`src/rtl/assert_macros.svh`:
```
// Assertion macros used by the top-level RTL file.
`ifndef ASSERT_MACROS_SVH
`define ASSERT_MACROS_SVH
// Implication checked on every rising clock edge outside reset.
`define CBC_ASSERT_IMP(label, clk, rst_n, ante, cons) \
    label: assert property (@(posedge clk) disable iff (!rst_n) (ante) |-> (cons)) \
        else $error("assertion failed");
// Next-cycle implication checked outside reset.
`define CBC_ASSERT_NEXT(label, clk, rst_n, ante, cons) \
    label: assert property (@(posedge clk) disable iff (!rst_n) (ante) |=> (cons)) \
        else $error("assertion failed");
`endif

```
`src/rtl/cbc_pkg.sv`:
```
// Package with types, cube tables and helpers for the cull and project unit.
package cbc_pkg;

    localparam int FACE_COUNT_DEF = 6;
    localparam int CORNERS = 6;
    localparam logic [30:0] SDIST_RESET = 31'd65536;

    typedef struct packed {
        logic signed [31:0] eye_x;
        logic signed [31:0] eye_y;
        logic signed [31:0] eye_z;
    } t_in_item;

    typedef struct packed {
        logic signed [31:0] proj_x;
        logic signed [31:0] proj_y;
        logic [2:0]         face_number;
        logic [2:0]         corner_slot;
        logic               vertex_valid;
        logic               divide_fault;
        logic [2:0]         visible_faces;
        logic               last;
    } t_out_item;

    typedef enum logic [3:0] {
        OP_IDLE  = 4'b0001,
        OP_LOAD  = 4'b0010,
        OP_CULL  = 4'b0100,
        OP_PROJ  = 4'b1000
    } t_op;

    typedef struct packed {
        logic       load;
        logic       cull;
        logic       proj_start;
        logic [2:0] face;
        logic [2:0] slot;
    } t_cmd;

    typedef struct packed {
        logic       div_done;
        logic [5:0] vis;
    } t_status;

    // Corner coordinates in half units.
    function automatic logic signed [3:0] corner_half(input logic [2:0] c,
                                                      input logic [1:0] axis);
        logic signed [3:0] v;
        v = 4'sd0;
        case (axis)
            2'd0: v = c[1] ^ c[0] ? 4'sd1 : -4'sd1;
            2'd1: v = c[1] ? 4'sd1 : -4'sd1;
            2'd2: v = c[2] ? 4'sd7 : 4'sd5;
            default: v = 4'sd0;
        endcase
        if (axis == 2'd0) begin
            v = (c[1:0] == 2'd2 || c[1:0] == 2'd3) ? 4'sd1 : -4'sd1;
        end
        if (axis == 2'd1) begin
            v = (c[1:0] == 2'd1 || c[1:0] == 2'd2) ? 4'sd1 : -4'sd1;
        end
        return v;
    endfunction

    function automatic logic [2:0] face_corner(input logic [2:0] f, input logic [2:0] s);
        logic [17:0] row;
        logic [2:0]  r;
        case (f)
            3'd0: row = {3'd0, 3'd3, 3'd2, 3'd2, 3'd1, 3'd0};
            3'd1: row = {3'd7, 3'd4, 3'd5, 3'd5, 3'd6, 3'd7};
            3'd2: row = {3'd4, 3'd0, 3'd1, 3'd1, 3'd5, 3'd4};
            3'd3: row = {3'd3, 3'd7, 3'd6, 3'd6, 3'd2, 3'd3};
            3'd4: row = {3'd1, 3'd2, 3'd6, 3'd6, 3'd5, 3'd1};
            3'd5: row = {3'd3, 3'd0, 3'd4, 3'd4, 3'd7, 3'd3};
            default: row = '0;
        endcase
        case (s)
            3'd0: r = row[2:0];
            3'd1: r = row[5:3];
            3'd2: r = row[8:6];
            3'd3: r = row[11:9];
            3'd4: r = row[14:12];
            3'd5: r = row[17:15];
            default: r = 3'd0;
        endcase
        return r;
    endfunction

endpackage

```
`src/rtl/cbc_ctrl.sv`:
```
// Controller: walks faces for culling, then visible faces and corners for output.
module cbc_ctrl #(
    parameter int FACE_COUNT = cbc_pkg::FACE_COUNT_DEF
) (
    input  logic                  i_clk,
    input  logic                  i_rst_n,
    input  logic                  i_in_valid,
    output logic                  o_in_stall,
    output logic                  o_cfg_ready,
    output cbc_pkg::t_cmd         o_cmd,
    input  cbc_pkg::t_status      i_status,
    input  logic signed [31:0]    i_px,
    input  logic signed [31:0]    i_py,
    input  logic                  i_fault,
    output logic                  o_out_valid,
    input  logic                  i_out_stall,
    output cbc_pkg::t_out_item    o_out
);
    import cbc_pkg::*;

    localparam int WALK = (FACE_COUNT > 6) ? 6 : FACE_COUNT;
    localparam logic [2:0] LAST_FACE = 3'(WALK - 1);

    t_op        r_op, n_op;
    logic [2:0] r_face, n_face;
    logic [2:0] r_slot, n_slot;
    logic       r_wait, n_wait;
    logic       r_ov, n_ov;
    t_out_item  r_out, n_out;
    logic [2:0] cnt;
    logic       more;
    logic [2:0] nxt;

    always_comb begin
        cnt = '0;
        for (int i = 0; i < 6; i++) begin
            cnt = cnt + 3'(i_status.vis[i]);
        end
        more = 1'b0;
        nxt = r_face;
        for (int i = 5; i >= 0; i--) begin
            if (3'(i) > r_face && i_status.vis[i]) begin
                more = 1'b1;
                nxt = 3'(i);
            end
        end
    end

    always_comb begin
        n_op = r_op;
        n_face = r_face;
        n_slot = r_slot;
        n_wait = r_wait;
        n_ov = r_ov;
        n_out = r_out;
        o_cmd = '0;
        o_cmd.face = r_face;
        o_cmd.slot = r_slot;
        if (r_ov && !i_out_stall) begin
            n_ov = 1'b0;
        end
        case (r_op)
            OP_IDLE: begin
                if (i_in_valid) begin
                    o_cmd.load = 1'b1;
                    n_face = '0;
                    n_op = OP_CULL;
                end
            end
            OP_CULL: begin
                o_cmd.cull = 1'b1;
                if (r_face == LAST_FACE) begin
                    n_op = OP_LOAD;
                end else begin
                    n_face = r_face + 3'd1;
                end
            end
            OP_LOAD: begin
                if (cnt == '0) begin
                    if (!n_ov) begin
                        n_ov = 1'b1;
                        n_out = '0;
                        n_out.last = 1'b1;
                        n_op = OP_IDLE;
                    end
                end else begin
                    n_face = i_status.vis[0] ? 3'd0 : nxt;
                    if (!i_status.vis[0]) begin
                        n_face = '0;
                        for (int i = 5; i >= 1; i--) begin
                            if (i_status.vis[i]) n_face = 3'(i);
                        end
                    end
                    n_slot = '0;
                    n_wait = 1'b0;
                    n_op = OP_PROJ;
                end
            end
            OP_PROJ: begin
                if (!r_wait) begin
                    o_cmd.proj_start = 1'b1;
                    n_wait = 1'b1;
                end else if (i_status.div_done && !n_ov) begin
                    n_ov = 1'b1;
                    n_out.proj_x = i_px;
                    n_out.proj_y = i_py;
                    n_out.face_number = r_face;
                    n_out.corner_slot = r_slot;
                    n_out.vertex_valid = 1'b1;
                    n_out.divide_fault = i_fault;
                    n_out.visible_faces = cnt;
                    n_out.last = (r_slot == 3'(CORNERS - 1)) && !more;
                    n_wait = 1'b0;
                    if (r_slot == 3'(CORNERS - 1)) begin
                        n_slot = '0;
                        if (more) begin
                            n_face = nxt;
                        end else begin
                            n_op = OP_IDLE;
                        end
                    end else begin
                        n_slot = r_slot + 3'd1;
                    end
                end
            end
            default: n_op = OP_IDLE;
        endcase
    end

    always_ff @(posedge i_clk) begin
        if (!i_rst_n) begin
            r_op <= OP_IDLE;
            r_ov <= 1'b0;
            r_wait <= 1'b0;
        end else begin
            r_op <= n_op;
            r_ov <= n_ov;
            r_wait <= n_wait;
        end
        r_face <= n_face;
        r_slot <= n_slot;
        r_out <= n_out;
    end

    assign o_in_stall = (r_op != OP_IDLE);
    assign o_cfg_ready = (r_op == OP_IDLE) && !r_ov;
    assign o_out_valid = r_ov;
    assign o_out = r_out;
endmodule

```
`config.mk`:
```
export PLATFORM = sky130hd
export DESIGN_NAME = cbc_ctrl
export DESIGN_NICKNAME = d
export VERILOG_FILES = /design/src/rtl/assert_macros.svh /design/src/rtl/cbc_pkg.sv /design/src/rtl/cbc_ctrl.sv
export SDC_FILE = /design/constraint.sdc
export NUM_CORES = 1
export LEC_CHECK = 0
export BUFFER_PORTS_ARGS = -buffer_cell sky130_fd_sc_hd__buf_2
export CORE_MARGIN = 10
export CORE_UTILIZATION = 35
export CTS_BUF_LIST = sky130_fd_sc_hd__clkbuf_16
export DETAILED_ROUTE_END_ITERATION = 10
export SYNTH_ARGS = -nofsm -noshare
export SYNTH_HDL_FRONTEND = slang
export SYNTH_SLANG_ARGS = --single-unit
```
`constraint.sdc`:
```
create_clock -name i_clk -period 6.9 [get_ports i_clk]
set_input_delay 0.345 -clock i_clk [delete_from_list [all_inputs] [get_ports i_clk]]
set_output_delay 0.345 -clock i_clk [all_outputs]
set_load 0.02 [all_outputs]
```
==> results of run 1 <==
-- registers in the layout, summed over array words and instances (netlist names) --
register     cells
o_out           76
r_op             4
r_face           3
r_slot           3
o_out_valid      1
r_wait           1
-- worst paths after layout --
check | to | slack, ns | cells past startpoint
worst min-delay path | r_op[0] | 0.27 | 2
worst min register to register | r_wait | 0.52 | 2
worst max-delay path | o_out[66] | 2.97 | 12
worst max register to register | o_out[66] | 4.10 | 5
-- power by group through the flow --
stage	Combinational (mW)	Sequential [mW]	Clock [mW]
2_1_floorplan	0.0607	0.602	0
3_3_place_gp	0.0986	0.607	0
3_5_place_dp	0.0985	0.607	0
4_1_cts	0.0993	0.596	0.492
5_1_grt	0.111	0.598	0.517
6_report	0.0987	0.596	0.481
-- per-layer routing --
layer | vias up | global-route usage
met2 | 138 | 0.1879
met5 | - | 0
met4 | 0 | 0.04336
li1 | 1327 | -
met1 | 1258 | 0.1690
met3 | 13 | 0.05577
-- cells by family (layout without fill, tap and decap cells) --
| group | Yosys count | count (layout) |
|---|---|---|
| AOI/OAI and AO/OA | 29 | 29 |
| DFF | 88 | 88 |
| muxes | 1 | 1 |
| buffers and inverters | 27 | 195 |
| xor gates and xnor gates | 2 | 2 |
| adders and majority gates | 8 | 8 |
| and+or+nand+nor | 129 | 129 |
-- through the flow --
| step | std cells | power [mW] | utilization |
|---|---|---|---|
| 2_1_floorplan | 284 | 0.6625 | - |
| 6_report | 592 | 1.175 | 0.4695 |
| 4_1_cts | 592 | 1.187 | 0.4695 |
| 3_5_place_dp | 576 | 0.7059 | 0.4422 |
| 3_3_place_gp | 576 | 0.7055 | 0.4422 |
| 5_1_grt | 592 | 1.226 | 0.4695 |
-- layout make-up --
cell class                 count  area, sq um  share of cell area
inverter                      14        57.56             0.01136
sequential                    88         2582              0.5096
clock inverter                 7        70.07             0.01383
multi-input combinational    169         1126              0.2222
timing repair buffer         165        830.8              0.1640
tap                          140        175.2             0.03457
clock buffer                   9        225.2             0.04444
-- cells in the mapped netlist (all sizes together) (3+ instances only) --
master	count
nor3	4
nor2	15
nand2b	6
ha	5
edfxtp	82
buf	7
or4b	4
dfxtp	6
inv	13
fa	3
clkbuf	6
and2	76
nand2	14
a21oi	3
o21ai	4
-- critical path, cell delays in order --
cell     delay (ns)
buf_2          0.12
inv_1          0.07
fa_1           0.49
fa_1           0.48
inv_1          0.04
ha_1           0.18
fa_1           0.45
nor3_1         0.40
nand2_1        0.16
o21a_1         0.20
nor2_4         0.51
buf_4          0.46
==> impl_metrics.toml, run 1 <==
[run_status]
outcome = "complete, no violations"

[critical_path]
cp_data_arrival_time_ns = 3.92
worstPathMaxFanout = 29
path_class = "primary input to register"
crit_path_end_kind = "register"
cp.required_ns = 6.90
worst_r2r_startpoint = "r_op[3]"
startpoint = "i_status[0]"
startpoint_type = "primary input"

[final_layout]
final_common_cell = "buf_2"
layout_common_cells = "buf_2, edfxtp_1, and2_1, nor2_1"
area_growth_pct = 31.37
drive_gt1_frac = 0.4137
num_antenna_cells = 0
postLayoutCellArea_sq_um = 5067
nets = 531
nFillCells = 1015

[power_and_ir_drop]
switching_share = 0.2269
internal_power_mw = 0.9087
switchingPower_mw = 0.2667
p_seq_frac = 0.507
power_leakage_nw = 1.869
combinationalPowerShare = 0.084
p_per_area_nw_per_um2 = 232.0
p_clk_frac = 0.409
vdd_drop_max_mv = 0.1000

[yosys]
synth_fa_ha_area_frac = 0.03179
synthMuxAreaShare = 0.002595
syn_area_per_cell_sq_um = 13.58
yosys.area.top_type = "edfxtp_1"
yosys.area.top_type_share = 0.6383
ys_ff_latch = 88
synthXorXnorAreaFrac = 0.004541
ys.flop_type = "edfxtp_1"
synth-warning-count = 0
synth_edf_count = 82
synthCells = 284
synth_nets = 368
yosys.cell_types.count = 50
synth-simple-area-share = 0.1949
synth_area_leaders = "edfxtp_1, and2_1, dfxtp_1"
netlist_area_sq_um = 3857
async_reset_ff_frac = 0
yosysSeqAreaShare = 0.6695
synth_top_family_by_area = "simple AND/OR/NAND/NOR gates"
synth_compound_area_frac = 0.05611

[route]
detail_route.wl_per_cell_microns = 17.45
antenna_left = 0
drt_first_pass_iters = 4
vias = 2736
m1WireLength_microns = 4748
top_layer = "met4"
drc = 0
first_iter_violations = 225
route.met3.wl_microns = 916
met2_length_microns = 4531
routed_via_density = 4.622
finalWirelength_microns = 10330

[grt]
grt_pass1_vias = 2835
grt_pass1_wl_microns = 16090
grt_max_degree = 81
overflow = 0
antenna_found_initial = 0
grt_usage = 0.1292

[clock_tree]
cts_tree = "yes"
clk_latency_ns = 0.33
cts_setup_buffers = 0
clk_pin_slew_worst_paths_ns = 0.06
h-tree-depth = 3
cts_made_buffers = 9
cts_buffer_depth = 2
root_buffer = "clkbuf_16"
cts.repair.resized = 0
cts.sinks = 88
postCtsHoldBufs = 0

[timing]
finalClockSkew_ns = 0.005421
finalHoldViolCount = 0
rsz0062_at_grt = "no"
fin_crit_sh = 0.5689
finalSetupViolCount = 0
max_freq_mhz = 254.8
finalMaxSlewViolations = 0
maxSlewHeadroom = 0.4698
setup_ws_ns = 2.975
fin_hold_ws_ns = 0.2719
worstMarginPinSlew_ns = 0.7843
min_period_ns = 3.925
fin_tns_setup_ns = 0

[place]
place_congestion = 0.8595
placed_area_sq_um = 4772
port-buffer-count = 163
dp_hpwl_microns = 7887
place_ws_ns = 2.613

[floorplanning]
fp.dieW_microns = 125.0
rows = 38
die_h_microns = 125.0
pin_count = 164
coreArea_sq_um = 10790
die_area_sq_um = 15620
start_util = 0.3574

[hold_path]
hp-start = "i_rst_n"
worstHoldPathType = "primary input to register"

[flow_run]
drv_cap = 0
Note: power is estimated with default switching activity, not from simulation.
==> run 2, diff against run 1 <==
- ABC_AREA: default -> 1
- clock period: 6.9 -> 3.4 ns (I/O delays scaled with it)
==> run 2 against run 1 <==
  * Global-route usage down 1.1 points
  * Cell count up 16%
  * Die area grew 4.9%
  * Wire length shrank 1.8%
  * Clock power grew 77%
  * Combinational power grew to 8.7 times the previous value
  * Sequential cell count stayed put
  * Clock skew about the same
  * Utilization down 0.36 points
  * Critical path depth up 1
==> impl_metrics.toml, run 2 <==
[hold_path]
worstHoldPathType = "primary input to register"

[place]
dp_cells = 671
place_congestion = 0.8564
dp_hpwl_microns = 8134
port-buffer-count = 163
place_ws_ns = 0.08001

[final_layout]
drive_gt1_frac = 0.4081
area_growth_pct = 30.23
final_common_cell = "buf_2"
layout_common_cells = "buf_2, inv_1, edfxtp_1, nor2_1, nand2_1"
fin_util = 0.4659
num_antenna_cells = 0
largest_register_ffs = 76
instances_no_fill = 687
nets = 623

[timing]
fin_crit_sh = 0.8732
finalClockSkew_ns = 0.005548
finalMaxSlewViolations = 0
max_freq_mhz = 336.8
worstMarginPinSlew_ns = 0.8050
setup_ws_ns = 0.4310
min_period_ns = 2.969
finalHoldViolCount = 0
finalSetupViolCount = 0
rsz0062_at_grt = "no"
maxSlewHeadroom = 0.4633

[power_and_ir_drop]
power_leakage_nw = 2.560
vdd_drop_max_mv = 0.4037
power.total_mw = 3.068
p_per_area_nw_per_um2 = 576.7

[clock_tree]
postCtsHoldBufs = 0
cts_buffer_depth = 2
cts_made_buffers = 9
cts.repair.resized = 0
clk_latency_ns = 0.33
cts.sinks = 88
cts_setup_buffers = 0
cts_tree = "yes"
h-tree-depth = 3
clk_pin_slew_worst_paths_ns = 0.06
root_buffer = "clkbuf_16"

[critical_path]
startpoint_type = "primary input"
cp_data_arrival_time_ns = 2.98
cp.required_ns = 3.41
cpMostUsedCell = "fa_1"
crit_path_end_kind = "register"
cp_slowest_stage_delay_ns = 0.50
worstPathMaxFanout = 19
path_class = "primary input to register"
critical_path.slowest_cell = "fa_1"
crit_chain = "buf_2 -> clkinvlp_4 -> fa_1 -> fa_1 -> inv_1 -> ha_2 -> fa_1 -> nor3_2 -> inv_1 -> nor2_2 -> nor2_2 -> nor2_4 -> buf_4"

[yosys]
synth_area_leaders = "edfxtp_1, inv_1, nor2_1"
yosys.area.top_type = "edfxtp_1"
yosys.cell_types.count = 31
synth.most_common_cell = "inv_1"
ys_top_cells_by_count = "inv_1, edfxtp_1, nor2_1"
yosys.area.top_type_share = 0.6028
synthCells = 369
yosysSeqAreaShare = 0.6322
synth_edf_count = 82
ys.flop_type = "edfxtp_1"
netlist_area_sq_um = 4085
async_reset_ff_frac = 0
synth_nets = 453
synth-warning-count = 0
ys_ff_latch = 88
syn_area_per_cell_sq_um = 11.07

[grt]
overflow = 0
antenna_found_initial = 0
grt_usage = 0.1186
grt_max_degree = 50
grt_pass1_vias = 3038
grt_pass1_wl_microns = 15550

[floorplanning]
fp.dieW_microns = 128.0
pin_count = 164
die_area_sq_um = 16390
coreArea_sq_um = 11420
rows = 39
die_h_microns = 128.0
start_util = 0.3578

[flow_run]
drv_cap = 0

[route]
first_iter_violations = 214
drc = 0
drt_first_pass_iters = 4
detail_route.wl_per_cell_microns = 14.76
finalWirelength_microns = 10140
routed_via_density = 4.295
antenna_left = 0
vias = 2951

[run_status]
outcome = "complete, no violations"
==> run 2: cell types whose count changed in the layout (fill, tap and decap cells not counted), sizes merged, moves of 3 or more <==
cell / delta
and2: -76
buf: +3
inv: +81
nand2: +14
nand2b: -6
nand3: +14
nor2: +85
o21ai: +4
or4b: -4
==> run 2: path summary, 6_finish.rpt <==
check / slack, ns / cells past startpoint / end / startpoint
worst max-delay path: 0.43 / 13 / o_out[41] / i_status[1]
worst min register to register: 0.56 / 2 / r_op[3] / r_op[3]
worst min-delay path: 0.10 / 2 / r_op[0] / i_rst_n
worst max register to register: 1.29 / 9 / r_face[1] / r_face[0]
==> run 2: worst max-delay path: cells and delay by family <==
kind                       cells  cell delay [ns]
adders and majority gates      4             1.61
buffers and inverters          5             0.66
and+or+nand+nor                4             0.53
==> run 2: through the flow <==
stage	instance area, sq um	TNS (ns)	hold slack, ns
finish	5320	0	0.1014
detailed placement	5065	0	0.4321
global route	5320	0	0.09952
global placement	5065	0	0.4187
CTS	5320	0	0.08531
floorplan	4106	-29.95	0.2542
==> run 2: metal layers <==
metal | wire length (microns) | part of all wire | GRT usage | vias to the layer above
met1 | 4362 | 0.43 | 0.1454 | 1333
met2 | 4639 | 0.46 | 0.1843 | 121
met4 | 160 | 0.016 | 0.04636 | 0
met5 | 0 | 0 | 0 | -
met3 | 979 | 0.097 | 0.04549 | 15
li1 | - | - | - | 1482
==> run 2: final cells by class <==
cell class	instances	area, sq um
Inverter	96	366.6
Fill cell	1091	6098
Tap cell	143	178.9
Clock inverter	7	30.03
Timing Repair Buffer	168	865.8
Clock buffer	9	225.2
Multi-Input combinational cell	176	1071
Sequential cell	88	2582
==> run 2: cell families (layout without fill, tap and decap cells) <==
family	count (synthesis)	after routing	synth area share
adder cells (fa/ha/maj)	8	8	0.03002
buffers and inverters	105	280	0.1100
XOR/XNOR	2	2	0.004289
AO/OA/AOI/OAI	19	19	0.02818
flip-flops	88	88	0.6322
AND/OR/NAND/NOR	147	147	0.1954
==> run 2: power breakdown <==
group | internal (mW) | switching [mW]
logic | 0.286 | 0.569
clock network | 0.479 | 0.371
registers | 1.28 | 0.0789
total | 2.05 | 1.02
==> run 3, diff against run 2 <==
- PLACE_DENSITY: default -> 0.73
- SLEW_MARGIN: default -> 5
==> run 3 against run 2 <==
  * Maximum frequency up 1.4%
  * Clock power up 8.0%
  * Worst hold slack worse by 0.0035 ns
  * Worst setup slack improved by 0.040 ns
  * Largest cell class unchanged
  * Combinational power down 1%
  * Die area unchanged
  * Cell area is 0.40% higher
  * Highest routed layer unchanged
  * Via count is 1.6% higher
==> impl_metrics.toml, run 3 (synthesized netlist as in run 2, its figures left out) <==
[timing]
worstMarginPinSlew_ns = 0.7023
finalHoldViolCount = 0
max_freq_mhz = 341.4
rsz0062_at_grt = "no"
fin_crit_sh = 0.8615
finalSetupViolCount = 0
finalClockSkew_ns = 0.007575
maxSlewHeadroom = 0.5318
min_period_ns = 2.929
setup_ws_ns = 0.4710
finalMaxSlewViolations = 0

[floorplanning]
rows = 39
pin_count = 164
start_util = 0.3578
coreArea_sq_um = 11420
fp.dieW_microns = 128.0
die_h_microns = 128.0
die_area_sq_um = 16390

[clock_tree]
cts_buffer_depth = 2
clk_pin_slew_worst_paths_ns = 0.07
cts_setup_buffers = 0
cts.sinks = 88
cts_tree = "yes"
clk_latency_ns = 0.33
cts.repair.resized = 0
h-tree-depth = 3
cts_made_buffers = 9
root_buffer = "clkbuf_16"
postCtsHoldBufs = 0

[grt]
grtUsageMet1 = 0.1364
grt_pass1_vias = 3114
grt-busiest-layer = "met2"
overflow = 0
antenna_found_initial = 0
grtUsageMet3 = 0.03970
grt_pass1_wl_microns = 15640
grt_usage = 0.1175
use_met2 = 0.1951
grt_max_degree = 45

[critical_path]
r2r_slack_ns = 1.28
path_class = "primary input to register"
startpoint_type = "primary input"
reg2reg_to = "r_face[1]"
worstPathMaxFanout = 44
reg2reg_depth = 9
cp.required_ns = 3.41
cp_data_arrival_time_ns = 2.94
crit_path_end_kind = "register"
worst_r2r_startpoint = "r_face[0]"

[power_and_ir_drop]
p_per_area_nw_per_um2 = 584.3
power.total_mw = 3.121
power_leakage_nw = 2.558
vdd_drop_max_mv = 0.4259

[hold_path]
hp-start = "i_rst_n"
whs_path_depth = 2
min_to = "r_op[0]"
worstHoldPathType = "primary input to register"

[place]
dp_cells = 669
placed_area_sq_um = 5062
dp_hpwl_microns = 7873
place_ws_ns = 0.1384
port-buffer-count = 163
place_congestion = 0.8271

[flow_run]
drv_cap = 0

[final_layout]
area_growth_pct = 30.75
largest_register_ffs = 76
nets = 621
postLayoutCellArea_sq_um = 5341
drive_gt1_frac = 0.4151
final_common_cell = "buf_2"
layout_common_cells = "buf_2, inv_1, edfxtp_1, nor2_1, nand2_1"
num_antenna_cells = 0
nFillCells = 1066
instances_no_fill = 685

[route]
drc = 0
finalWirelength_microns = 9915
detail_route.wl_per_cell_microns = 14.47
drt_first_pass_iters = 4
first_iter_violations = 230
routed_via_density = 4.375
antenna_left = 0
vias = 2997

[run_status]
outcome = "complete, no violations"
## run 3: layout make-up
cell class                      count  area, sq um  share of cell area
Clock buffer                        9        225.2             0.04216
Clock inverter                      7        53.80             0.01007
Inverter                           96        366.6             0.06863
Multi-Input combinational cell    176         1071              0.2005
Sequential cell                    88         2582              0.4835
Tap cell                          143        178.9             0.03350
Timing Repair Buffer              166        863.3              0.1616
## run 3: worst max path at each step
stage                           start        end  slack, ns
after global routing      i_status[1]  o_out[13]       0.34
after detailed placement  i_status[1]  o_out[56]       0.14
after global placement    i_status[1]  o_out[14]       0.17
after CTS                 i_status[1]  o_out[13]       0.49
after floorplan           i_status[1]   o_out[0]      -0.39
final                     i_status[1]  o_out[28]       0.47
## run 3: metal layers
| metal | up-vias | wire length [microns] |
|---|---|---|
| met4 | 0 | 131 |
| met3 | 13 | 807 |
| li1 | 1479 | - |
| met1 | 1387 | 4121 |
| met2 | 118 | 4854 |
| met5 | - | 0 |
## run 3: report_power, final
group	internal (mW)	total (mW)	switching [mW]
Sequential	1.28	1.36	0.0761
Clock	0.502	0.918	0.416
Combinational	0.284	0.844	0.561
## run 3: through the flow
stage	util	TNS [ns]	hold WS, ns
after floorplan	-	-29.95	0.2542
final	0.4678	0	0.09788
after global routing	0.4678	0	0.08475
after CTS	0.4678	0	0.08187
after detailed placement	0.4433	0	0.4329
after global placement	0.4433	0	0.4168
## run 3: critical path, stage by stage
cell and delay, ns:
buf_2 0.10, clkinvlp_4 0.12, fa_1 0.46, fa_1 0.49
inv_1 0.04, ha_2 0.16, fa_1 0.47, nor3_2 0.15
inv_1 0.10, nor2_2 0.16, nor2_2 0.07, nor2_4 0.16
buf_12 0.25
